**config.mk**
```make
export PLATFORM = sky130hd
export DESIGN_NAME = two_stage_thermal_model_monitor
export DESIGN_NICKNAME = d
export VERILOG_FILES = /design/src/rtl/core/tstm_pkg.sv /design/src/rtl/core/two_stage_thermal_model_monitor.sv /design/src/rtl/core/tstm_csr.sv /design/src/rtl/core/tstm_mul.sv /design/src/rtl/core/tstm_div.sv
export SDC_FILE = /design/constraint.sdc
export NUM_CORES = 2
export LEC_CHECK = 0
export ABC_AREA = 1
export BUFFER_PORTS_ARGS = -buffer_cell sky130_fd_sc_hd__buf_2
export CAP_MARGIN = 5
export CORE_AREA = 2 2 350 525
export DETAILED_ROUTE_END_ITERATION = 7
export DIE_AREA = 0 0 352 527
export PLACE_DENSITY = 0.65
export SYNTH_ARGS = -nofsm -noshare
export SYNTH_HDL_FRONTEND = slang
export SYNTH_SLANG_ARGS = --single-unit
```
**constraint.sdc**
```tcl
create_clock -name clock -period 13.6 [get_ports clock]
set_input_delay 1.36 -clock clock [delete_from_list [all_inputs] [get_ports clock]]
set_output_delay 1.36 -clock clock [all_outputs]
set_load 0.01 [all_outputs]
```
**src/rtl/core/tstm_pkg.sv**
```systemverilog
// Shared types, constants and helpers of the two-node thermal model monitor.
`timescale 1ns / 1ps
package tstm_pkg;

   // configuration port
   localparam int CSR_INDEX_W = 3;
   localparam int CSR_DATA_W  = 32;

   localparam logic [CSR_INDEX_W-1:0] CSR_R1  = 3'd0;
   localparam logic [CSR_INDEX_W-1:0] CSR_C1  = 3'd1;
   localparam logic [CSR_INDEX_W-1:0] CSR_R2  = 3'd2;
   localparam logic [CSR_INDEX_W-1:0] CSR_C2  = 3'd3;
   localparam logic [CSR_INDEX_W-1:0] CSR_THR = 3'd4;
   localparam logic [CSR_INDEX_W-1:0] CSR_AMB = 3'd5;
   localparam logic [CSR_INDEX_W-1:0] CSR_DT  = 3'd6;

   localparam logic [31:0]        R1_RESET  = 32'd13509;
   localparam logic [31:0]        C1_RESET  = 32'd3297371;
   localparam logic [31:0]        R2_RESET  = 32'd1417048;
   localparam logic [31:0]        C2_RESET  = 32'd1041654;
   localparam logic [14:0]        THR_RESET = 15'd1280;
   localparam logic signed [15:0] AMB_RESET = 16'sd3200;
   localparam logic [15:0]        DT_RESET  = 16'd256;

   // model node state, signed Q16.16
   localparam logic signed [31:0] T1_RESET = 32'sd3932160;
   localparam logic signed [31:0] T2_RESET = 32'sd1966080;

   // divider: 88-bit dividend, quotient clamped to 2^40
   localparam int DIV_STEPS = 88;
   localparam int DIV_CNT_W = $clog2(DIV_STEPS);
   localparam int QUOT_W    = 41;
   localparam logic [QUOT_W-1:0] DELTA_CAP = 41'h100_0000_0000;

   typedef struct packed {
      logic signed [15:0] load_current;
      logic signed [15:0] measured_temp;
   } req_type;

   typedef struct packed {
      logic signed [15:0] inner_model_temp;
      logic signed [15:0] outer_model_temp;
      logic               deviation_alert;
   } rsp_type;

   typedef struct packed {
      logic [31:0]        stage_one_resistance;
      logic [31:0]        stage_one_capacitance;
      logic [31:0]        stage_two_resistance;
      logic [31:0]        stage_two_capacitance;
      logic [14:0]        alert_threshold;
      logic signed [15:0] ambient_temp;
      logic [15:0]        time_step;
   } cfg_type;

   typedef struct packed {
      logic start;
   } div_ctl_type;

   typedef struct packed {
      logic busy;
      logic done;
   } div_stat_type;

   // Q16.16 node value to 1/128 degC: floor divide by 512, then saturate
   function automatic logic signed [15:0] to_out(input logic signed [31:0] t);
      logic signed [22:0] sh;
      logic signed [15:0] r;
      sh = t[31:9];
      if (sh > 23'sd32767) begin
         r = 16'sh7fff;
      end else if (sh < -23'sd32768) begin
         r = 16'sh8000;
      end else begin
         r = sh[15:0];
      end
      return r;
   endfunction

endpackage

```
**src/rtl/core/two_stage_thermal_model_monitor.sv**
```systemverilog
// Top level: sequencer of the two-node RC thermal model and deviation monitor.
`timescale 1ns / 1ps
// Usage
//   Request channel (req_valid/req_ready/req_payload) carries one sample:
//   load current and measured temperature. Response channel
//   (rsp_valid/rsp_ready/rsp_payload) returns both updated node temperatures
//   and the deviation alert, one response per request, in order.
//   csr_wr_en/csr_index/csr_wdata write the seven model registers; write
//   them only while no request is in flight.
//   A new request is accepted only once the sequencer is back in idle,
//   so the block works on one request at a time. The bit-serial divider
//   runs once per node update (88 quotient bits), twice per request, and
//   the shared 32x32 multiplier forms I^2, R1*I^2, num*dt and R*C.
//   Reset (synchronous, active high) loads the register defaults and sets
//   the nodes to 60.0 and 30.0 degC.
//   A stalled receiver holds the response in the output register; a new
//   request is still accepted, and its result waits in the last step until
//   the output register is free.
module two_stage_thermal_model_monitor (
   input  logic                              clock,
   input  logic                              reset,
   input  logic                              req_valid,
   output logic                              req_ready,
   input  tstm_pkg::req_type                 req_payload,
   output logic                              rsp_valid,
   input  logic                              rsp_ready,
   output tstm_pkg::rsp_type                 rsp_payload,
   input  logic                              csr_wr_en,
   input  logic [tstm_pkg::CSR_INDEX_W-1:0]  csr_index,
   input  logic [tstm_pkg::CSR_DATA_W-1:0]   csr_wdata
);
   import tstm_pkg::*;

   typedef enum logic [10:0] {
      ST_IDLE  = 11'b000_0000_0001,
      ST_SQ    = 11'b000_0000_0010,
      ST_HEAT  = 11'b000_0000_0100,
      ST_NUM   = 11'b000_0000_1000,
      ST_MLO   = 11'b000_0001_0000,
      ST_MHI   = 11'b000_0010_0000,
      ST_RC    = 11'b000_0100_0000,
      ST_DLOAD = 11'b000_1000_0000,
      ST_DIV   = 11'b001_0000_0000,
      ST_UPD   = 11'b010_0000_0000,
      ST_OUT   = 11'b100_0000_0000
   } state_type;

   state_type          state_ff, state_in;
   logic               stage_ff, stage_in;
   logic [15:0]        cur_mag_ff, cur_mag_in;
   logic signed [15:0] meas_ff, meas_in;
   logic [47:0]        mag_ff, mag_in;
   logic               neg_ff, neg_in;
   logic [63:0]        acc_ff, acc_in;
   logic signed [31:0] t1_ff, t1_in;
   logic signed [31:0] t2_ff, t2_in;
   logic               rsp_valid_ff, rsp_valid_in;
   rsp_type            rsp_ff, rsp_in;

   cfg_type            cfg;
   logic [31:0]        mul_a, mul_b;
   logic [63:0]        prod;
   div_ctl_type        div_ctl;
   div_stat_type       div_stat;
   logic [63:0]        divisor;
   logic [QUOT_W-1:0]  quotient;

   logic [15:0]        cur_abs;
   logic [49:0]        heat_x, amb_x, t1_x, t2_x;
   logic [49:0]        num1, num2, num, num_abs;
   logic [QUOT_W:0]    dq, delta;
   logic [42:0]        node_x, sum;
   logic signed [31:0] node_sat;
   logic [33:0]        meas_x, t2_34, diff, diff_abs, thr_x;
   logic               alert;

   tstm_csr u_csr (
      .clock     (clock),
      .reset     (reset),
      .csr_wr_en (csr_wr_en),
      .csr_index (csr_index),
      .csr_wdata (csr_wdata),
      .cfg       (cfg)
   );

   tstm_mul u_mul (
      .clock (clock),
      .mul_a (mul_a),
      .mul_b (mul_b),
      .prod  (prod)
   );

   tstm_div u_div (
      .clock    (clock),
      .reset    (reset),
      .ctl      (div_ctl),
      .dividend (acc_ff),
      .divisor  (divisor),
      .stat     (div_stat),
      .quotient (quotient)
   );

   // magnitude of the load current; the most negative code maps to 32768
   assign cur_abs = req_payload.load_current[15] ?
                    (~req_payload.load_current + 16'd1) : req_payload.load_current;

   // numerators of the two Euler steps, Q16.16
   always_comb begin
      heat_x  = {2'b0, prod[63:16]};
      amb_x   = {{25{cfg.ambient_temp[15]}}, cfg.ambient_temp, 9'b0};
      t1_x    = {{18{t1_ff[31]}}, t1_ff};
      t2_x    = {{18{t2_ff[31]}}, t2_ff};
      num1    = heat_x + amb_x - t1_x;
      num2    = t1_x - t2_x;
      num     = stage_ff ? num2 : num1;
      num_abs = num[49] ? (~num + 50'd1) : num;
   end

   // apply the signed step to the node and saturate to 32 bits
   always_comb begin
      dq     = {1'b0, quotient};
      delta  = neg_ff ? (~dq + 42'd1) : dq;
      node_x = stage_ff ? {{11{t2_ff[31]}}, t2_ff} : {{11{t1_ff[31]}}, t1_ff};
      sum    = node_x + {delta[QUOT_W], delta};
      if (!sum[42] && (sum[41:31] != 11'd0)) begin
         node_sat = 32'sh7fff_ffff;
      end else if (sum[42] && (sum[41:31] != 11'h7ff)) begin
         node_sat = 32'sh8000_0000;
      end else begin
         node_sat = sum[31:0];
      end
   end

   // deviation of the measurement from the outer node
   always_comb begin
      meas_x   = {{9{meas_ff[15]}}, meas_ff, 9'b0};
      t2_34    = {{2{t2_ff[31]}}, t2_ff};
      diff     = meas_x - t2_34;
      diff_abs = diff[33] ? (~diff + 34'd1) : diff;
      thr_x    = {10'b0, cfg.alert_threshold, 9'b0};
      alert    = diff_abs > thr_x;
   end

   // steer the shared multiplier
   always_comb begin
      mul_a = '0;
      mul_b = '0;
      case (state_ff)
         ST_SQ: begin
            mul_a = {16'b0, cur_mag_ff};
            mul_b = {16'b0, cur_mag_ff};
         end
         ST_HEAT: begin
            mul_a = cfg.stage_one_resistance;
            mul_b = prod[31:0];
         end
         ST_MLO: begin
            mul_a = mag_ff[31:0];
            mul_b = {16'b0, cfg.time_step};
         end
         ST_MHI: begin
            mul_a = {16'b0, mag_ff[47:32]};
            mul_b = {16'b0, cfg.time_step};
         end
         ST_RC: begin
            mul_a = stage_ff ? cfg.stage_two_resistance : cfg.stage_one_resistance;
            mul_b = stage_ff ? cfg.stage_two_capacitance : cfg.stage_one_capacitance;
         end
         default: begin
            mul_a = '0;
            mul_b = '0;
         end
      endcase
   end

   // a zero R*C divides as one
   assign divisor       = (prod == 64'd0) ? 64'd1 : prod;
   assign div_ctl.start = (state_ff == ST_DLOAD);
   assign req_ready     = (state_ff == ST_IDLE);

   // sequencer
   always_comb begin
      state_in     = state_ff;
      stage_in     = stage_ff;
      cur_mag_in   = cur_mag_ff;
      meas_in      = meas_ff;
      mag_in       = mag_ff;
      neg_in       = neg_ff;
      acc_in       = acc_ff;
      t1_in        = t1_ff;
      t2_in        = t2_ff;
      rsp_in       = rsp_ff;
      rsp_valid_in = rsp_valid_ff && !rsp_ready;
      case (state_ff)
         ST_IDLE: begin
            if (req_valid) begin
               cur_mag_in = cur_abs;
               meas_in    = req_payload.measured_temp;
               stage_in   = 1'b0;
               state_in   = ST_SQ;
            end
         end
         ST_SQ:   state_in = ST_HEAT;
         ST_HEAT: state_in = ST_NUM;
         ST_NUM: begin
            mag_in   = num_abs[47:0];
            neg_in   = num[49];
            state_in = ST_MLO;
         end
         ST_MLO:  state_in = ST_MHI;
         ST_MHI: begin
            acc_in   = prod;
            state_in = ST_RC;
         end
         ST_RC: begin
            acc_in   = acc_ff + {prod[31:0], 32'b0};
            state_in = ST_DLOAD;
         end
         ST_DLOAD: state_in = ST_DIV;
         ST_DIV: begin
            if (div_stat.done) begin
               state_in = ST_UPD;
            end
         end
         ST_UPD: begin
            if (stage_ff) begin
               t2_in    = node_sat;
               state_in = ST_OUT;
            end else begin
               t1_in    = node_sat;
               stage_in = 1'b1;
               state_in = ST_NUM;
            end
         end
         ST_OUT: begin
            if (!rsp_valid_ff || rsp_ready) begin
               rsp_in.inner_model_temp = to_out(t1_ff);
               rsp_in.outer_model_temp = to_out(t2_ff);
               rsp_in.deviation_alert  = alert;
               rsp_valid_in            = 1'b1;
               state_in                = ST_IDLE;
            end
         end
         default: state_in = ST_IDLE;
      endcase
   end

   always_ff @(posedge clock) begin
      if (reset) begin
         state_ff     <= ST_IDLE;
         stage_ff     <= 1'b0;
         rsp_valid_ff <= 1'b0;
         t1_ff        <= T1_RESET;
         t2_ff        <= T2_RESET;
      end else begin
         state_ff     <= state_in;
         stage_ff     <= stage_in;
         rsp_valid_ff <= rsp_valid_in;
         t1_ff        <= t1_in;
         t2_ff        <= t2_in;
      end
   end

   always_ff @(posedge clock) begin
      cur_mag_ff <= cur_mag_in;
      meas_ff    <= meas_in;
      mag_ff     <= mag_in;
      neg_ff     <= neg_in;
      acc_ff     <= acc_in;
      rsp_ff     <= rsp_in;
   end

   assign rsp_valid   = rsp_valid_ff;
   assign rsp_payload = rsp_ff;

   // the divider only finishes while the sequencer waits for it
   assert property (@(posedge clock) disable iff (reset)
      div_stat.done |-> (state_ff == ST_DIV))
      else $error("divider finished outside the divide step");

   // a node update never reads a quotient that is still changing
   assert property (@(posedge clock) disable iff (reset)
      (state_ff == ST_UPD) |-> !div_stat.busy)
      else $error("node update while divider busy");

   // an accepted request closes the request channel until it completes
   assert property (@(posedge clock) disable iff (reset)
      (req_valid && req_ready) |=> !req_ready)
      else $error("request accepted twice back to back");

endmodule

```
**src/rtl/core/tstm_csr.sv**
```systemverilog
// Configuration register file of the thermal model monitor.
`timescale 1ns / 1ps
module tstm_csr (
   input  logic                                 clock,
   input  logic                                 reset,
   input  logic                                 csr_wr_en,
   input  logic [tstm_pkg::CSR_INDEX_W-1:0]     csr_index,
   input  logic [tstm_pkg::CSR_DATA_W-1:0]      csr_wdata,
   output tstm_pkg::cfg_type                    cfg
);
   import tstm_pkg::*;

   cfg_type cfg_ff, cfg_in;

   // decode the write, mask to the register width, drop unknown indexes
   always_comb begin
      cfg_in = cfg_ff;
      if (csr_wr_en) begin
         case (csr_index)
            CSR_R1:  cfg_in.stage_one_resistance  = csr_wdata;
            CSR_C1:  cfg_in.stage_one_capacitance = csr_wdata;
            CSR_R2:  cfg_in.stage_two_resistance  = csr_wdata;
            CSR_C2:  cfg_in.stage_two_capacitance = csr_wdata;
            CSR_THR: cfg_in.alert_threshold       = csr_wdata[14:0];
            CSR_AMB: cfg_in.ambient_temp          = csr_wdata[15:0];
            CSR_DT:  cfg_in.time_step             = csr_wdata[15:0];
            default: cfg_in = cfg_ff;
         endcase
      end
   end

   always_ff @(posedge clock) begin
      if (reset) begin
         cfg_ff.stage_one_resistance  <= R1_RESET;
         cfg_ff.stage_one_capacitance <= C1_RESET;
         cfg_ff.stage_two_resistance  <= R2_RESET;
         cfg_ff.stage_two_capacitance <= C2_RESET;
         cfg_ff.alert_threshold       <= THR_RESET;
         cfg_ff.ambient_temp          <= AMB_RESET;
         cfg_ff.time_step             <= DT_RESET;
      end else begin
         cfg_ff <= cfg_in;
      end
   end

   assign cfg = cfg_ff;

endmodule

```
**src/rtl/core/tstm_mul.sv**
```systemverilog
// Shared 32x32 unsigned multiplier with a registered product.
`timescale 1ns / 1ps
module tstm_mul (
   input  logic        clock,
   input  logic [31:0] mul_a,
   input  logic [31:0] mul_b,
   output logic [63:0] prod
);
   logic [63:0] prod_ff;

   // register the product for the next sequencer step
   always_ff @(posedge clock) begin
      prod_ff <= mul_a * mul_b;
   end

   assign prod = prod_ff;

endmodule

```
**src/rtl/core/tstm_div.sv**
```systemverilog
// Bit-serial restoring divider with the quotient clamped to 2^40.
`timescale 1ns / 1ps
module tstm_div (
   input  logic                         clock,
   input  logic                         reset,
   input  tstm_pkg::div_ctl_type        ctl,
   input  logic [63:0]                  dividend,
   input  logic [63:0]                  divisor,
   output tstm_pkg::div_stat_type       stat,
   output logic [tstm_pkg::QUOT_W-1:0]  quotient
);
   import tstm_pkg::*;

   logic                     busy_ff, busy_in;
   logic                     done_ff, done_in;
   logic [DIV_CNT_W-1:0]     cnt_ff, cnt_in;
   logic [DIV_STEPS-1:0]     num_ff, num_in;
   logic [63:0]              d_ff, d_in;
   logic [63:0]              rem_ff, rem_in;
   logic [QUOT_W-1:0]        q_ff, q_in;
   logic                     sat_ff, sat_in;

   logic [64:0]              rem_sh;
   logic [64:0]              rem_sub;
   logic                     ge;
   logic [QUOT_W:0]          q_sh;
   logic                     sat_nx;

   // one quotient bit: shift in the next dividend bit, trial subtract
   always_comb begin
      rem_sh  = {rem_ff, num_ff[DIV_STEPS-1]};
      rem_sub = rem_sh - {1'b0, d_ff};
      ge      = (rem_sh >= {1'b0, d_ff});
      q_sh    = {q_ff, ge};
      sat_nx  = sat_ff | (q_sh > {1'b0, DELTA_CAP});
   end

   // sequence load, iterate, finish
   always_comb begin
      busy_in = busy_ff;
      done_in = 1'b0;
      cnt_in  = cnt_ff;
      num_in  = num_ff;
      d_in    = d_ff;
      rem_in  = rem_ff;
      q_in    = q_ff;
      sat_in  = sat_ff;
      if (ctl.start) begin
         busy_in = 1'b1;
         cnt_in  = DIV_CNT_W'(DIV_STEPS - 1);
         num_in  = {dividend, 24'b0};
         d_in    = divisor;
         rem_in  = '0;
         q_in    = '0;
         sat_in  = 1'b0;
      end else if (busy_ff) begin
         num_in = {num_ff[DIV_STEPS-2:0], 1'b0};
         rem_in = ge ? rem_sub[63:0] : rem_sh[63:0];
         sat_in = sat_nx;
         q_in   = sat_nx ? DELTA_CAP : q_sh[QUOT_W-1:0];
         cnt_in = cnt_ff - 1'b1;
         if (cnt_ff == '0) begin
            busy_in = 1'b0;
            done_in = 1'b1;
         end
      end
   end

   always_ff @(posedge clock) begin
      if (reset) begin
         busy_ff <= 1'b0;
         done_ff <= 1'b0;
      end else begin
         busy_ff <= busy_in;
         done_ff <= done_in;
      end
   end

   always_ff @(posedge clock) begin
      cnt_ff <= cnt_in;
      num_ff <= num_in;
      d_ff   <= d_in;
      rem_ff <= rem_in;
      q_ff   <= q_in;
      sat_ff <= sat_in;
   end

   assign stat.busy = busy_ff;
   assign stat.done = done_ff;
   assign quotient  = q_ff;

   // a new division never starts over a running one
   assert property (@(posedge clock) disable iff (reset) ctl.start |-> !busy_ff)
      else $error("divider started while busy");

   // done follows the last iteration and the unit is idle then
   assert property (@(posedge clock) disable iff (reset)
      done_ff |-> (!busy_ff && $past(busy_ff)))
      else $error("divider done without a finished run");

   // the clamp keeps the quotient at or below the cap
   assert property (@(posedge clock) disable iff (reset) done_ff |-> (q_ff <= DELTA_CAP))
      else $error("quotient above clamp");

endmodule

```
==> impl_metrics.csv <==
group,metric,value,unit
timing,finalMaxSlewViolations,0,
setup_path,critPathMaxFanout,27,
clock_tree,hold_buffers,0,
power,p_sw,0.002812,W
detailed_routing,drt-vias-per-instance,5.605,
synth,synthMuxAreaShare,0,%
synth,synth-simple-area-share,24.38,%
outcome,outcome,"finished, final reports clean",
synth,synth_async_sr_flop_share,0,%
layout,syn_to_final_growth,6.649,%
detailed_routing,routed_wl,379300,um
layout,final_cell_mix,"3,003 x nand2_1, 2,455 x inv_1, 1,229 x nor2_1",
clock_tree,htreeDepth,3,
timing,min_period_over_period,83.44,%
clock_tree,clk_latency,0.72,ns
power,seq_power_share,34.3,%
timing,rsz0062_at_grt,"false",
timing,relSlewSlack,4.140,%
placed_design,gp_congestion,1.063,
floorplan,fp.dieH,527,um
power,p_int,0.004299,W
placed_design,portBuffers,106,
synth,synth_nets,13550,
floorplan,rows,192,
floorplan,dieArea,185500,um2
power,ir_worst_vdd,0.0001064,V
synth,syn-mean-instance-area,7.183,um2
synth,synth_edf_count,306,
global_routing,antenna_found_initial,40,
setup_path,worst_ep_arrival_time,11.97,ns
global_routing,grt_start_max_net_pins,100,
setup_path,r2r_start,"state_ff[2]",
floorplan,initial_utilization,47.54,%
power,cellLeakagePower,47.04,nW
layout,drive_gt1_share,5.238,%
power,sw_frac_of_total,39.54,%
placed_design,dp_hpwl,305400,um
detailed_routing,drtPass1Iterations,6,
layout,nets,13460,
min_path,min_path_type,"register to register",
global_routing,grt_pass1_wl,544800,um
detailed_routing,ant_nets,0,
synth,synthesis.area,86220,um2
timing,fin_crit,11.35,ns
synth,yosysUniqueCellTypes,74,
power,combPwrFrac,32.5,%
min_path,min_from,"u_csr.cfg[108]",
timing,hold_violations,0,
setup_path,cpMostUsedCell,"fa_1",
placed_design,placed_cells,14250,
synth,synth-compound-area-share,9.225,%
detailed_routing,drt_iter0_drc,7488,
timing,setup_tns,0,ns
synth,syn_inst,12000,
layout,fin_util,50.70,%
placed_design,dpl_worst_slack,2.558,ns
synth,ys_ff_latch,737,
synth,ys_seq_area_share,20.66,%
setup_path,startpoint_type,"register",
synth,yosys.area_share.xor_xnor,2.822,%
layout,fin_cells,14430,
timing,fmax,88.13,MHz
setup_path,slowest_stage,"inv_1",
floorplan,core-area,181400,um2
detailed_routing,wl_per_cell,26.29,um
clock_tree,clk_pin_slew,0.06,ns
clock_tree,cts_resized,0,
timing,worst_pin_slew,1.438,ns
global_routing,grt_pass1_vias,82340,
layout,mostFrequentLayoutCell,"nand2_1",
floorplan,pin_count,107,
global_routing,grt_overflow,0,
power,power_density,77.33,nW/um2
clock_tree,numCtsBuffers,79,
synth,synth_fa_ha_area_share,29.63,%
clock_tree,cts_tree,"yes",
setup_path,slowest_delay,0.90,ns
setup_path,setup.worst_path.start,"state_ff[2]",
clock_tree,clock_sinks,737,
timing,setup_violations,0,
setup_path,cp.required,14.22,ns
clock_tree,postCtsSetupBuffers,0,
synth,yosys_warnings,0,
detailed_routing,num_vias,80860,
global_routing,grt_usage,40.49,%
power,power.share.clock,33.2,%
clock_tree,root_buffer,"clkbuf_16",
setup_path,critical_path_class,"register to register",
flow_run,cap_violations,0,
synth,synth_top_family_by_area,"adder cells",
timing,clock_skew,0.05156,ns
clock_tree,cts_max_path_buffers,3,
detailed_routing,route.detailed.drc,0,
setup_path,crit_path_end_kind,"register",
synth,synth-main-ff-cell,"dfxtp_1",
timing,fin_ws,2.253,ns
floorplan,dieWidth,352,um
[worst paths after layout]
kind                          to  slack [ns]  depth (start not counted)
setup / recovery  u_mul.prod[61]        2.25                         41
setup reg to reg  u_mul.prod[61]        2.25                         41
hold reg to reg   u_csr.cfg[108]        0.45                          2
hold / removal    u_csr.cfg[108]        0.45                          2
[flip-flops by register name (all words and copies together) (netlist names), 7 cells and up]
| name | cells |
|---|---|
| cur_mag_ff | 16 |
| rsp_payload | 33 |
| t1_ff | 32 |
| acc_ff | 64 |
| u_div.quotient | 41 |
| u_mul.prod | 64 |
| u_div.num_ff | 64 |
| u_csr.cfg | 175 |
| u_div.d_ff | 64 |
| u_div.rem_ff | 64 |
| meas_ff | 16 |
| t2_ff | 32 |
| mag_ff | 48 |
| state_ff | 11 |
| u_div.cnt_ff | 7 |
[metrics by stage]
stage          hold WS [ns]  power (W)  area (um2)
2_1_floorplan        0.4245   0.003877       86220
3_3_place_gp         0.4342   0.004709       89120
3_5_place_dp         0.4404   0.004717       89120
4_1_cts              0.4517   0.007060       91860
5_1_grt              0.4755   0.007390       91920
6_report             0.4520   0.007111       91960
[cell families (layout without fill, tap and decap cells)]
logic type,count (synthesis),in the layout
flops,737,737
simple gates,5139,5139
buf+inv,2971,2938
compound gates,1406,1406
other cells,0,30
fa+ha+maj,1477,1477
xor+xnor,274,274
[worst max-delay path: cells and delay by family, from the launching register on]
family          cells  cell delay [ns]
compound gates      4             0.91
xor+xnor            1             0.15
fa+ha+maj           9             4.48
buf+inv            10             2.03
flops               1             0.31
simple gates       17             3.30
[cells in the mapped netlist (32+ instances only)]
cell type / count / area [um2]
o21ai_0: 433 / 2167
nor3_1: 78 / 390.4
a21o_1: 36 / 270.3
nor2_2: 40 / 250.2
buf_2: 128 / 640.6
o21ai_1: 101 / 505.5
o211ai_1: 52 / 390.4
nand2_2: 32 / 200.2
ha_1: 536 / 6706
clkbuf_1: 249 / 934.7
xor2_1: 170 / 1489
nand3_1: 474 / 2372
a31oi_1: 47 / 294.0
nor4_1: 41 / 256.5
a21oi_1: 545 / 2728
inv_1: 2461 / 9238
nand4_1: 153 / 957.2
o22ai_1: 40 / 250.2
edfxtp_1: 306 / 9189
dfxtp_1: 431 / 8628
nor2_1: 1237 / 4643
nand2_1: 3003 / 11270
inv_2: 64 / 240.2
xnor2_1: 101 / 884.6
fa_1: 941 / 18840
[area by class of cell]
class / instances / area [um2]
antenna: 30 / 75.07
clock buffer: 98 / 2168
clock inverter: 47 / 575.6
fill: 18220 / 89420
inverter: 2545 / 9560
multi-input combinational: 8296 / 57110
sequential: 737 / 17820
tap: 2425 / 3034
timing repair buffer: 248 / 1609
[power by group through the flow]
stage	Clock [W]	Combinational, W	Sequential [W]
2_1_floorplan	0	0.00141	0.00247
3_3_place_gp	0	0.00222	0.00249
5_1_grt	0.00246	0.00249	0.00245
6_report	0.00236	0.00231	0.00244
4_1_cts	0.00238	0.00224	0.00244
3_5_place_dp	0	0.00223	0.00249
[layer usage]
layer / GRT usage, % / part of all wire [%]
met5: 0 / 0.0045
met4: 40.72 / 13
met3: 6.970 / 7.1
met2: 68.55 / 47
met1: 41.66 / 33
No activity file was read; power rests on OpenSTA's default activity.
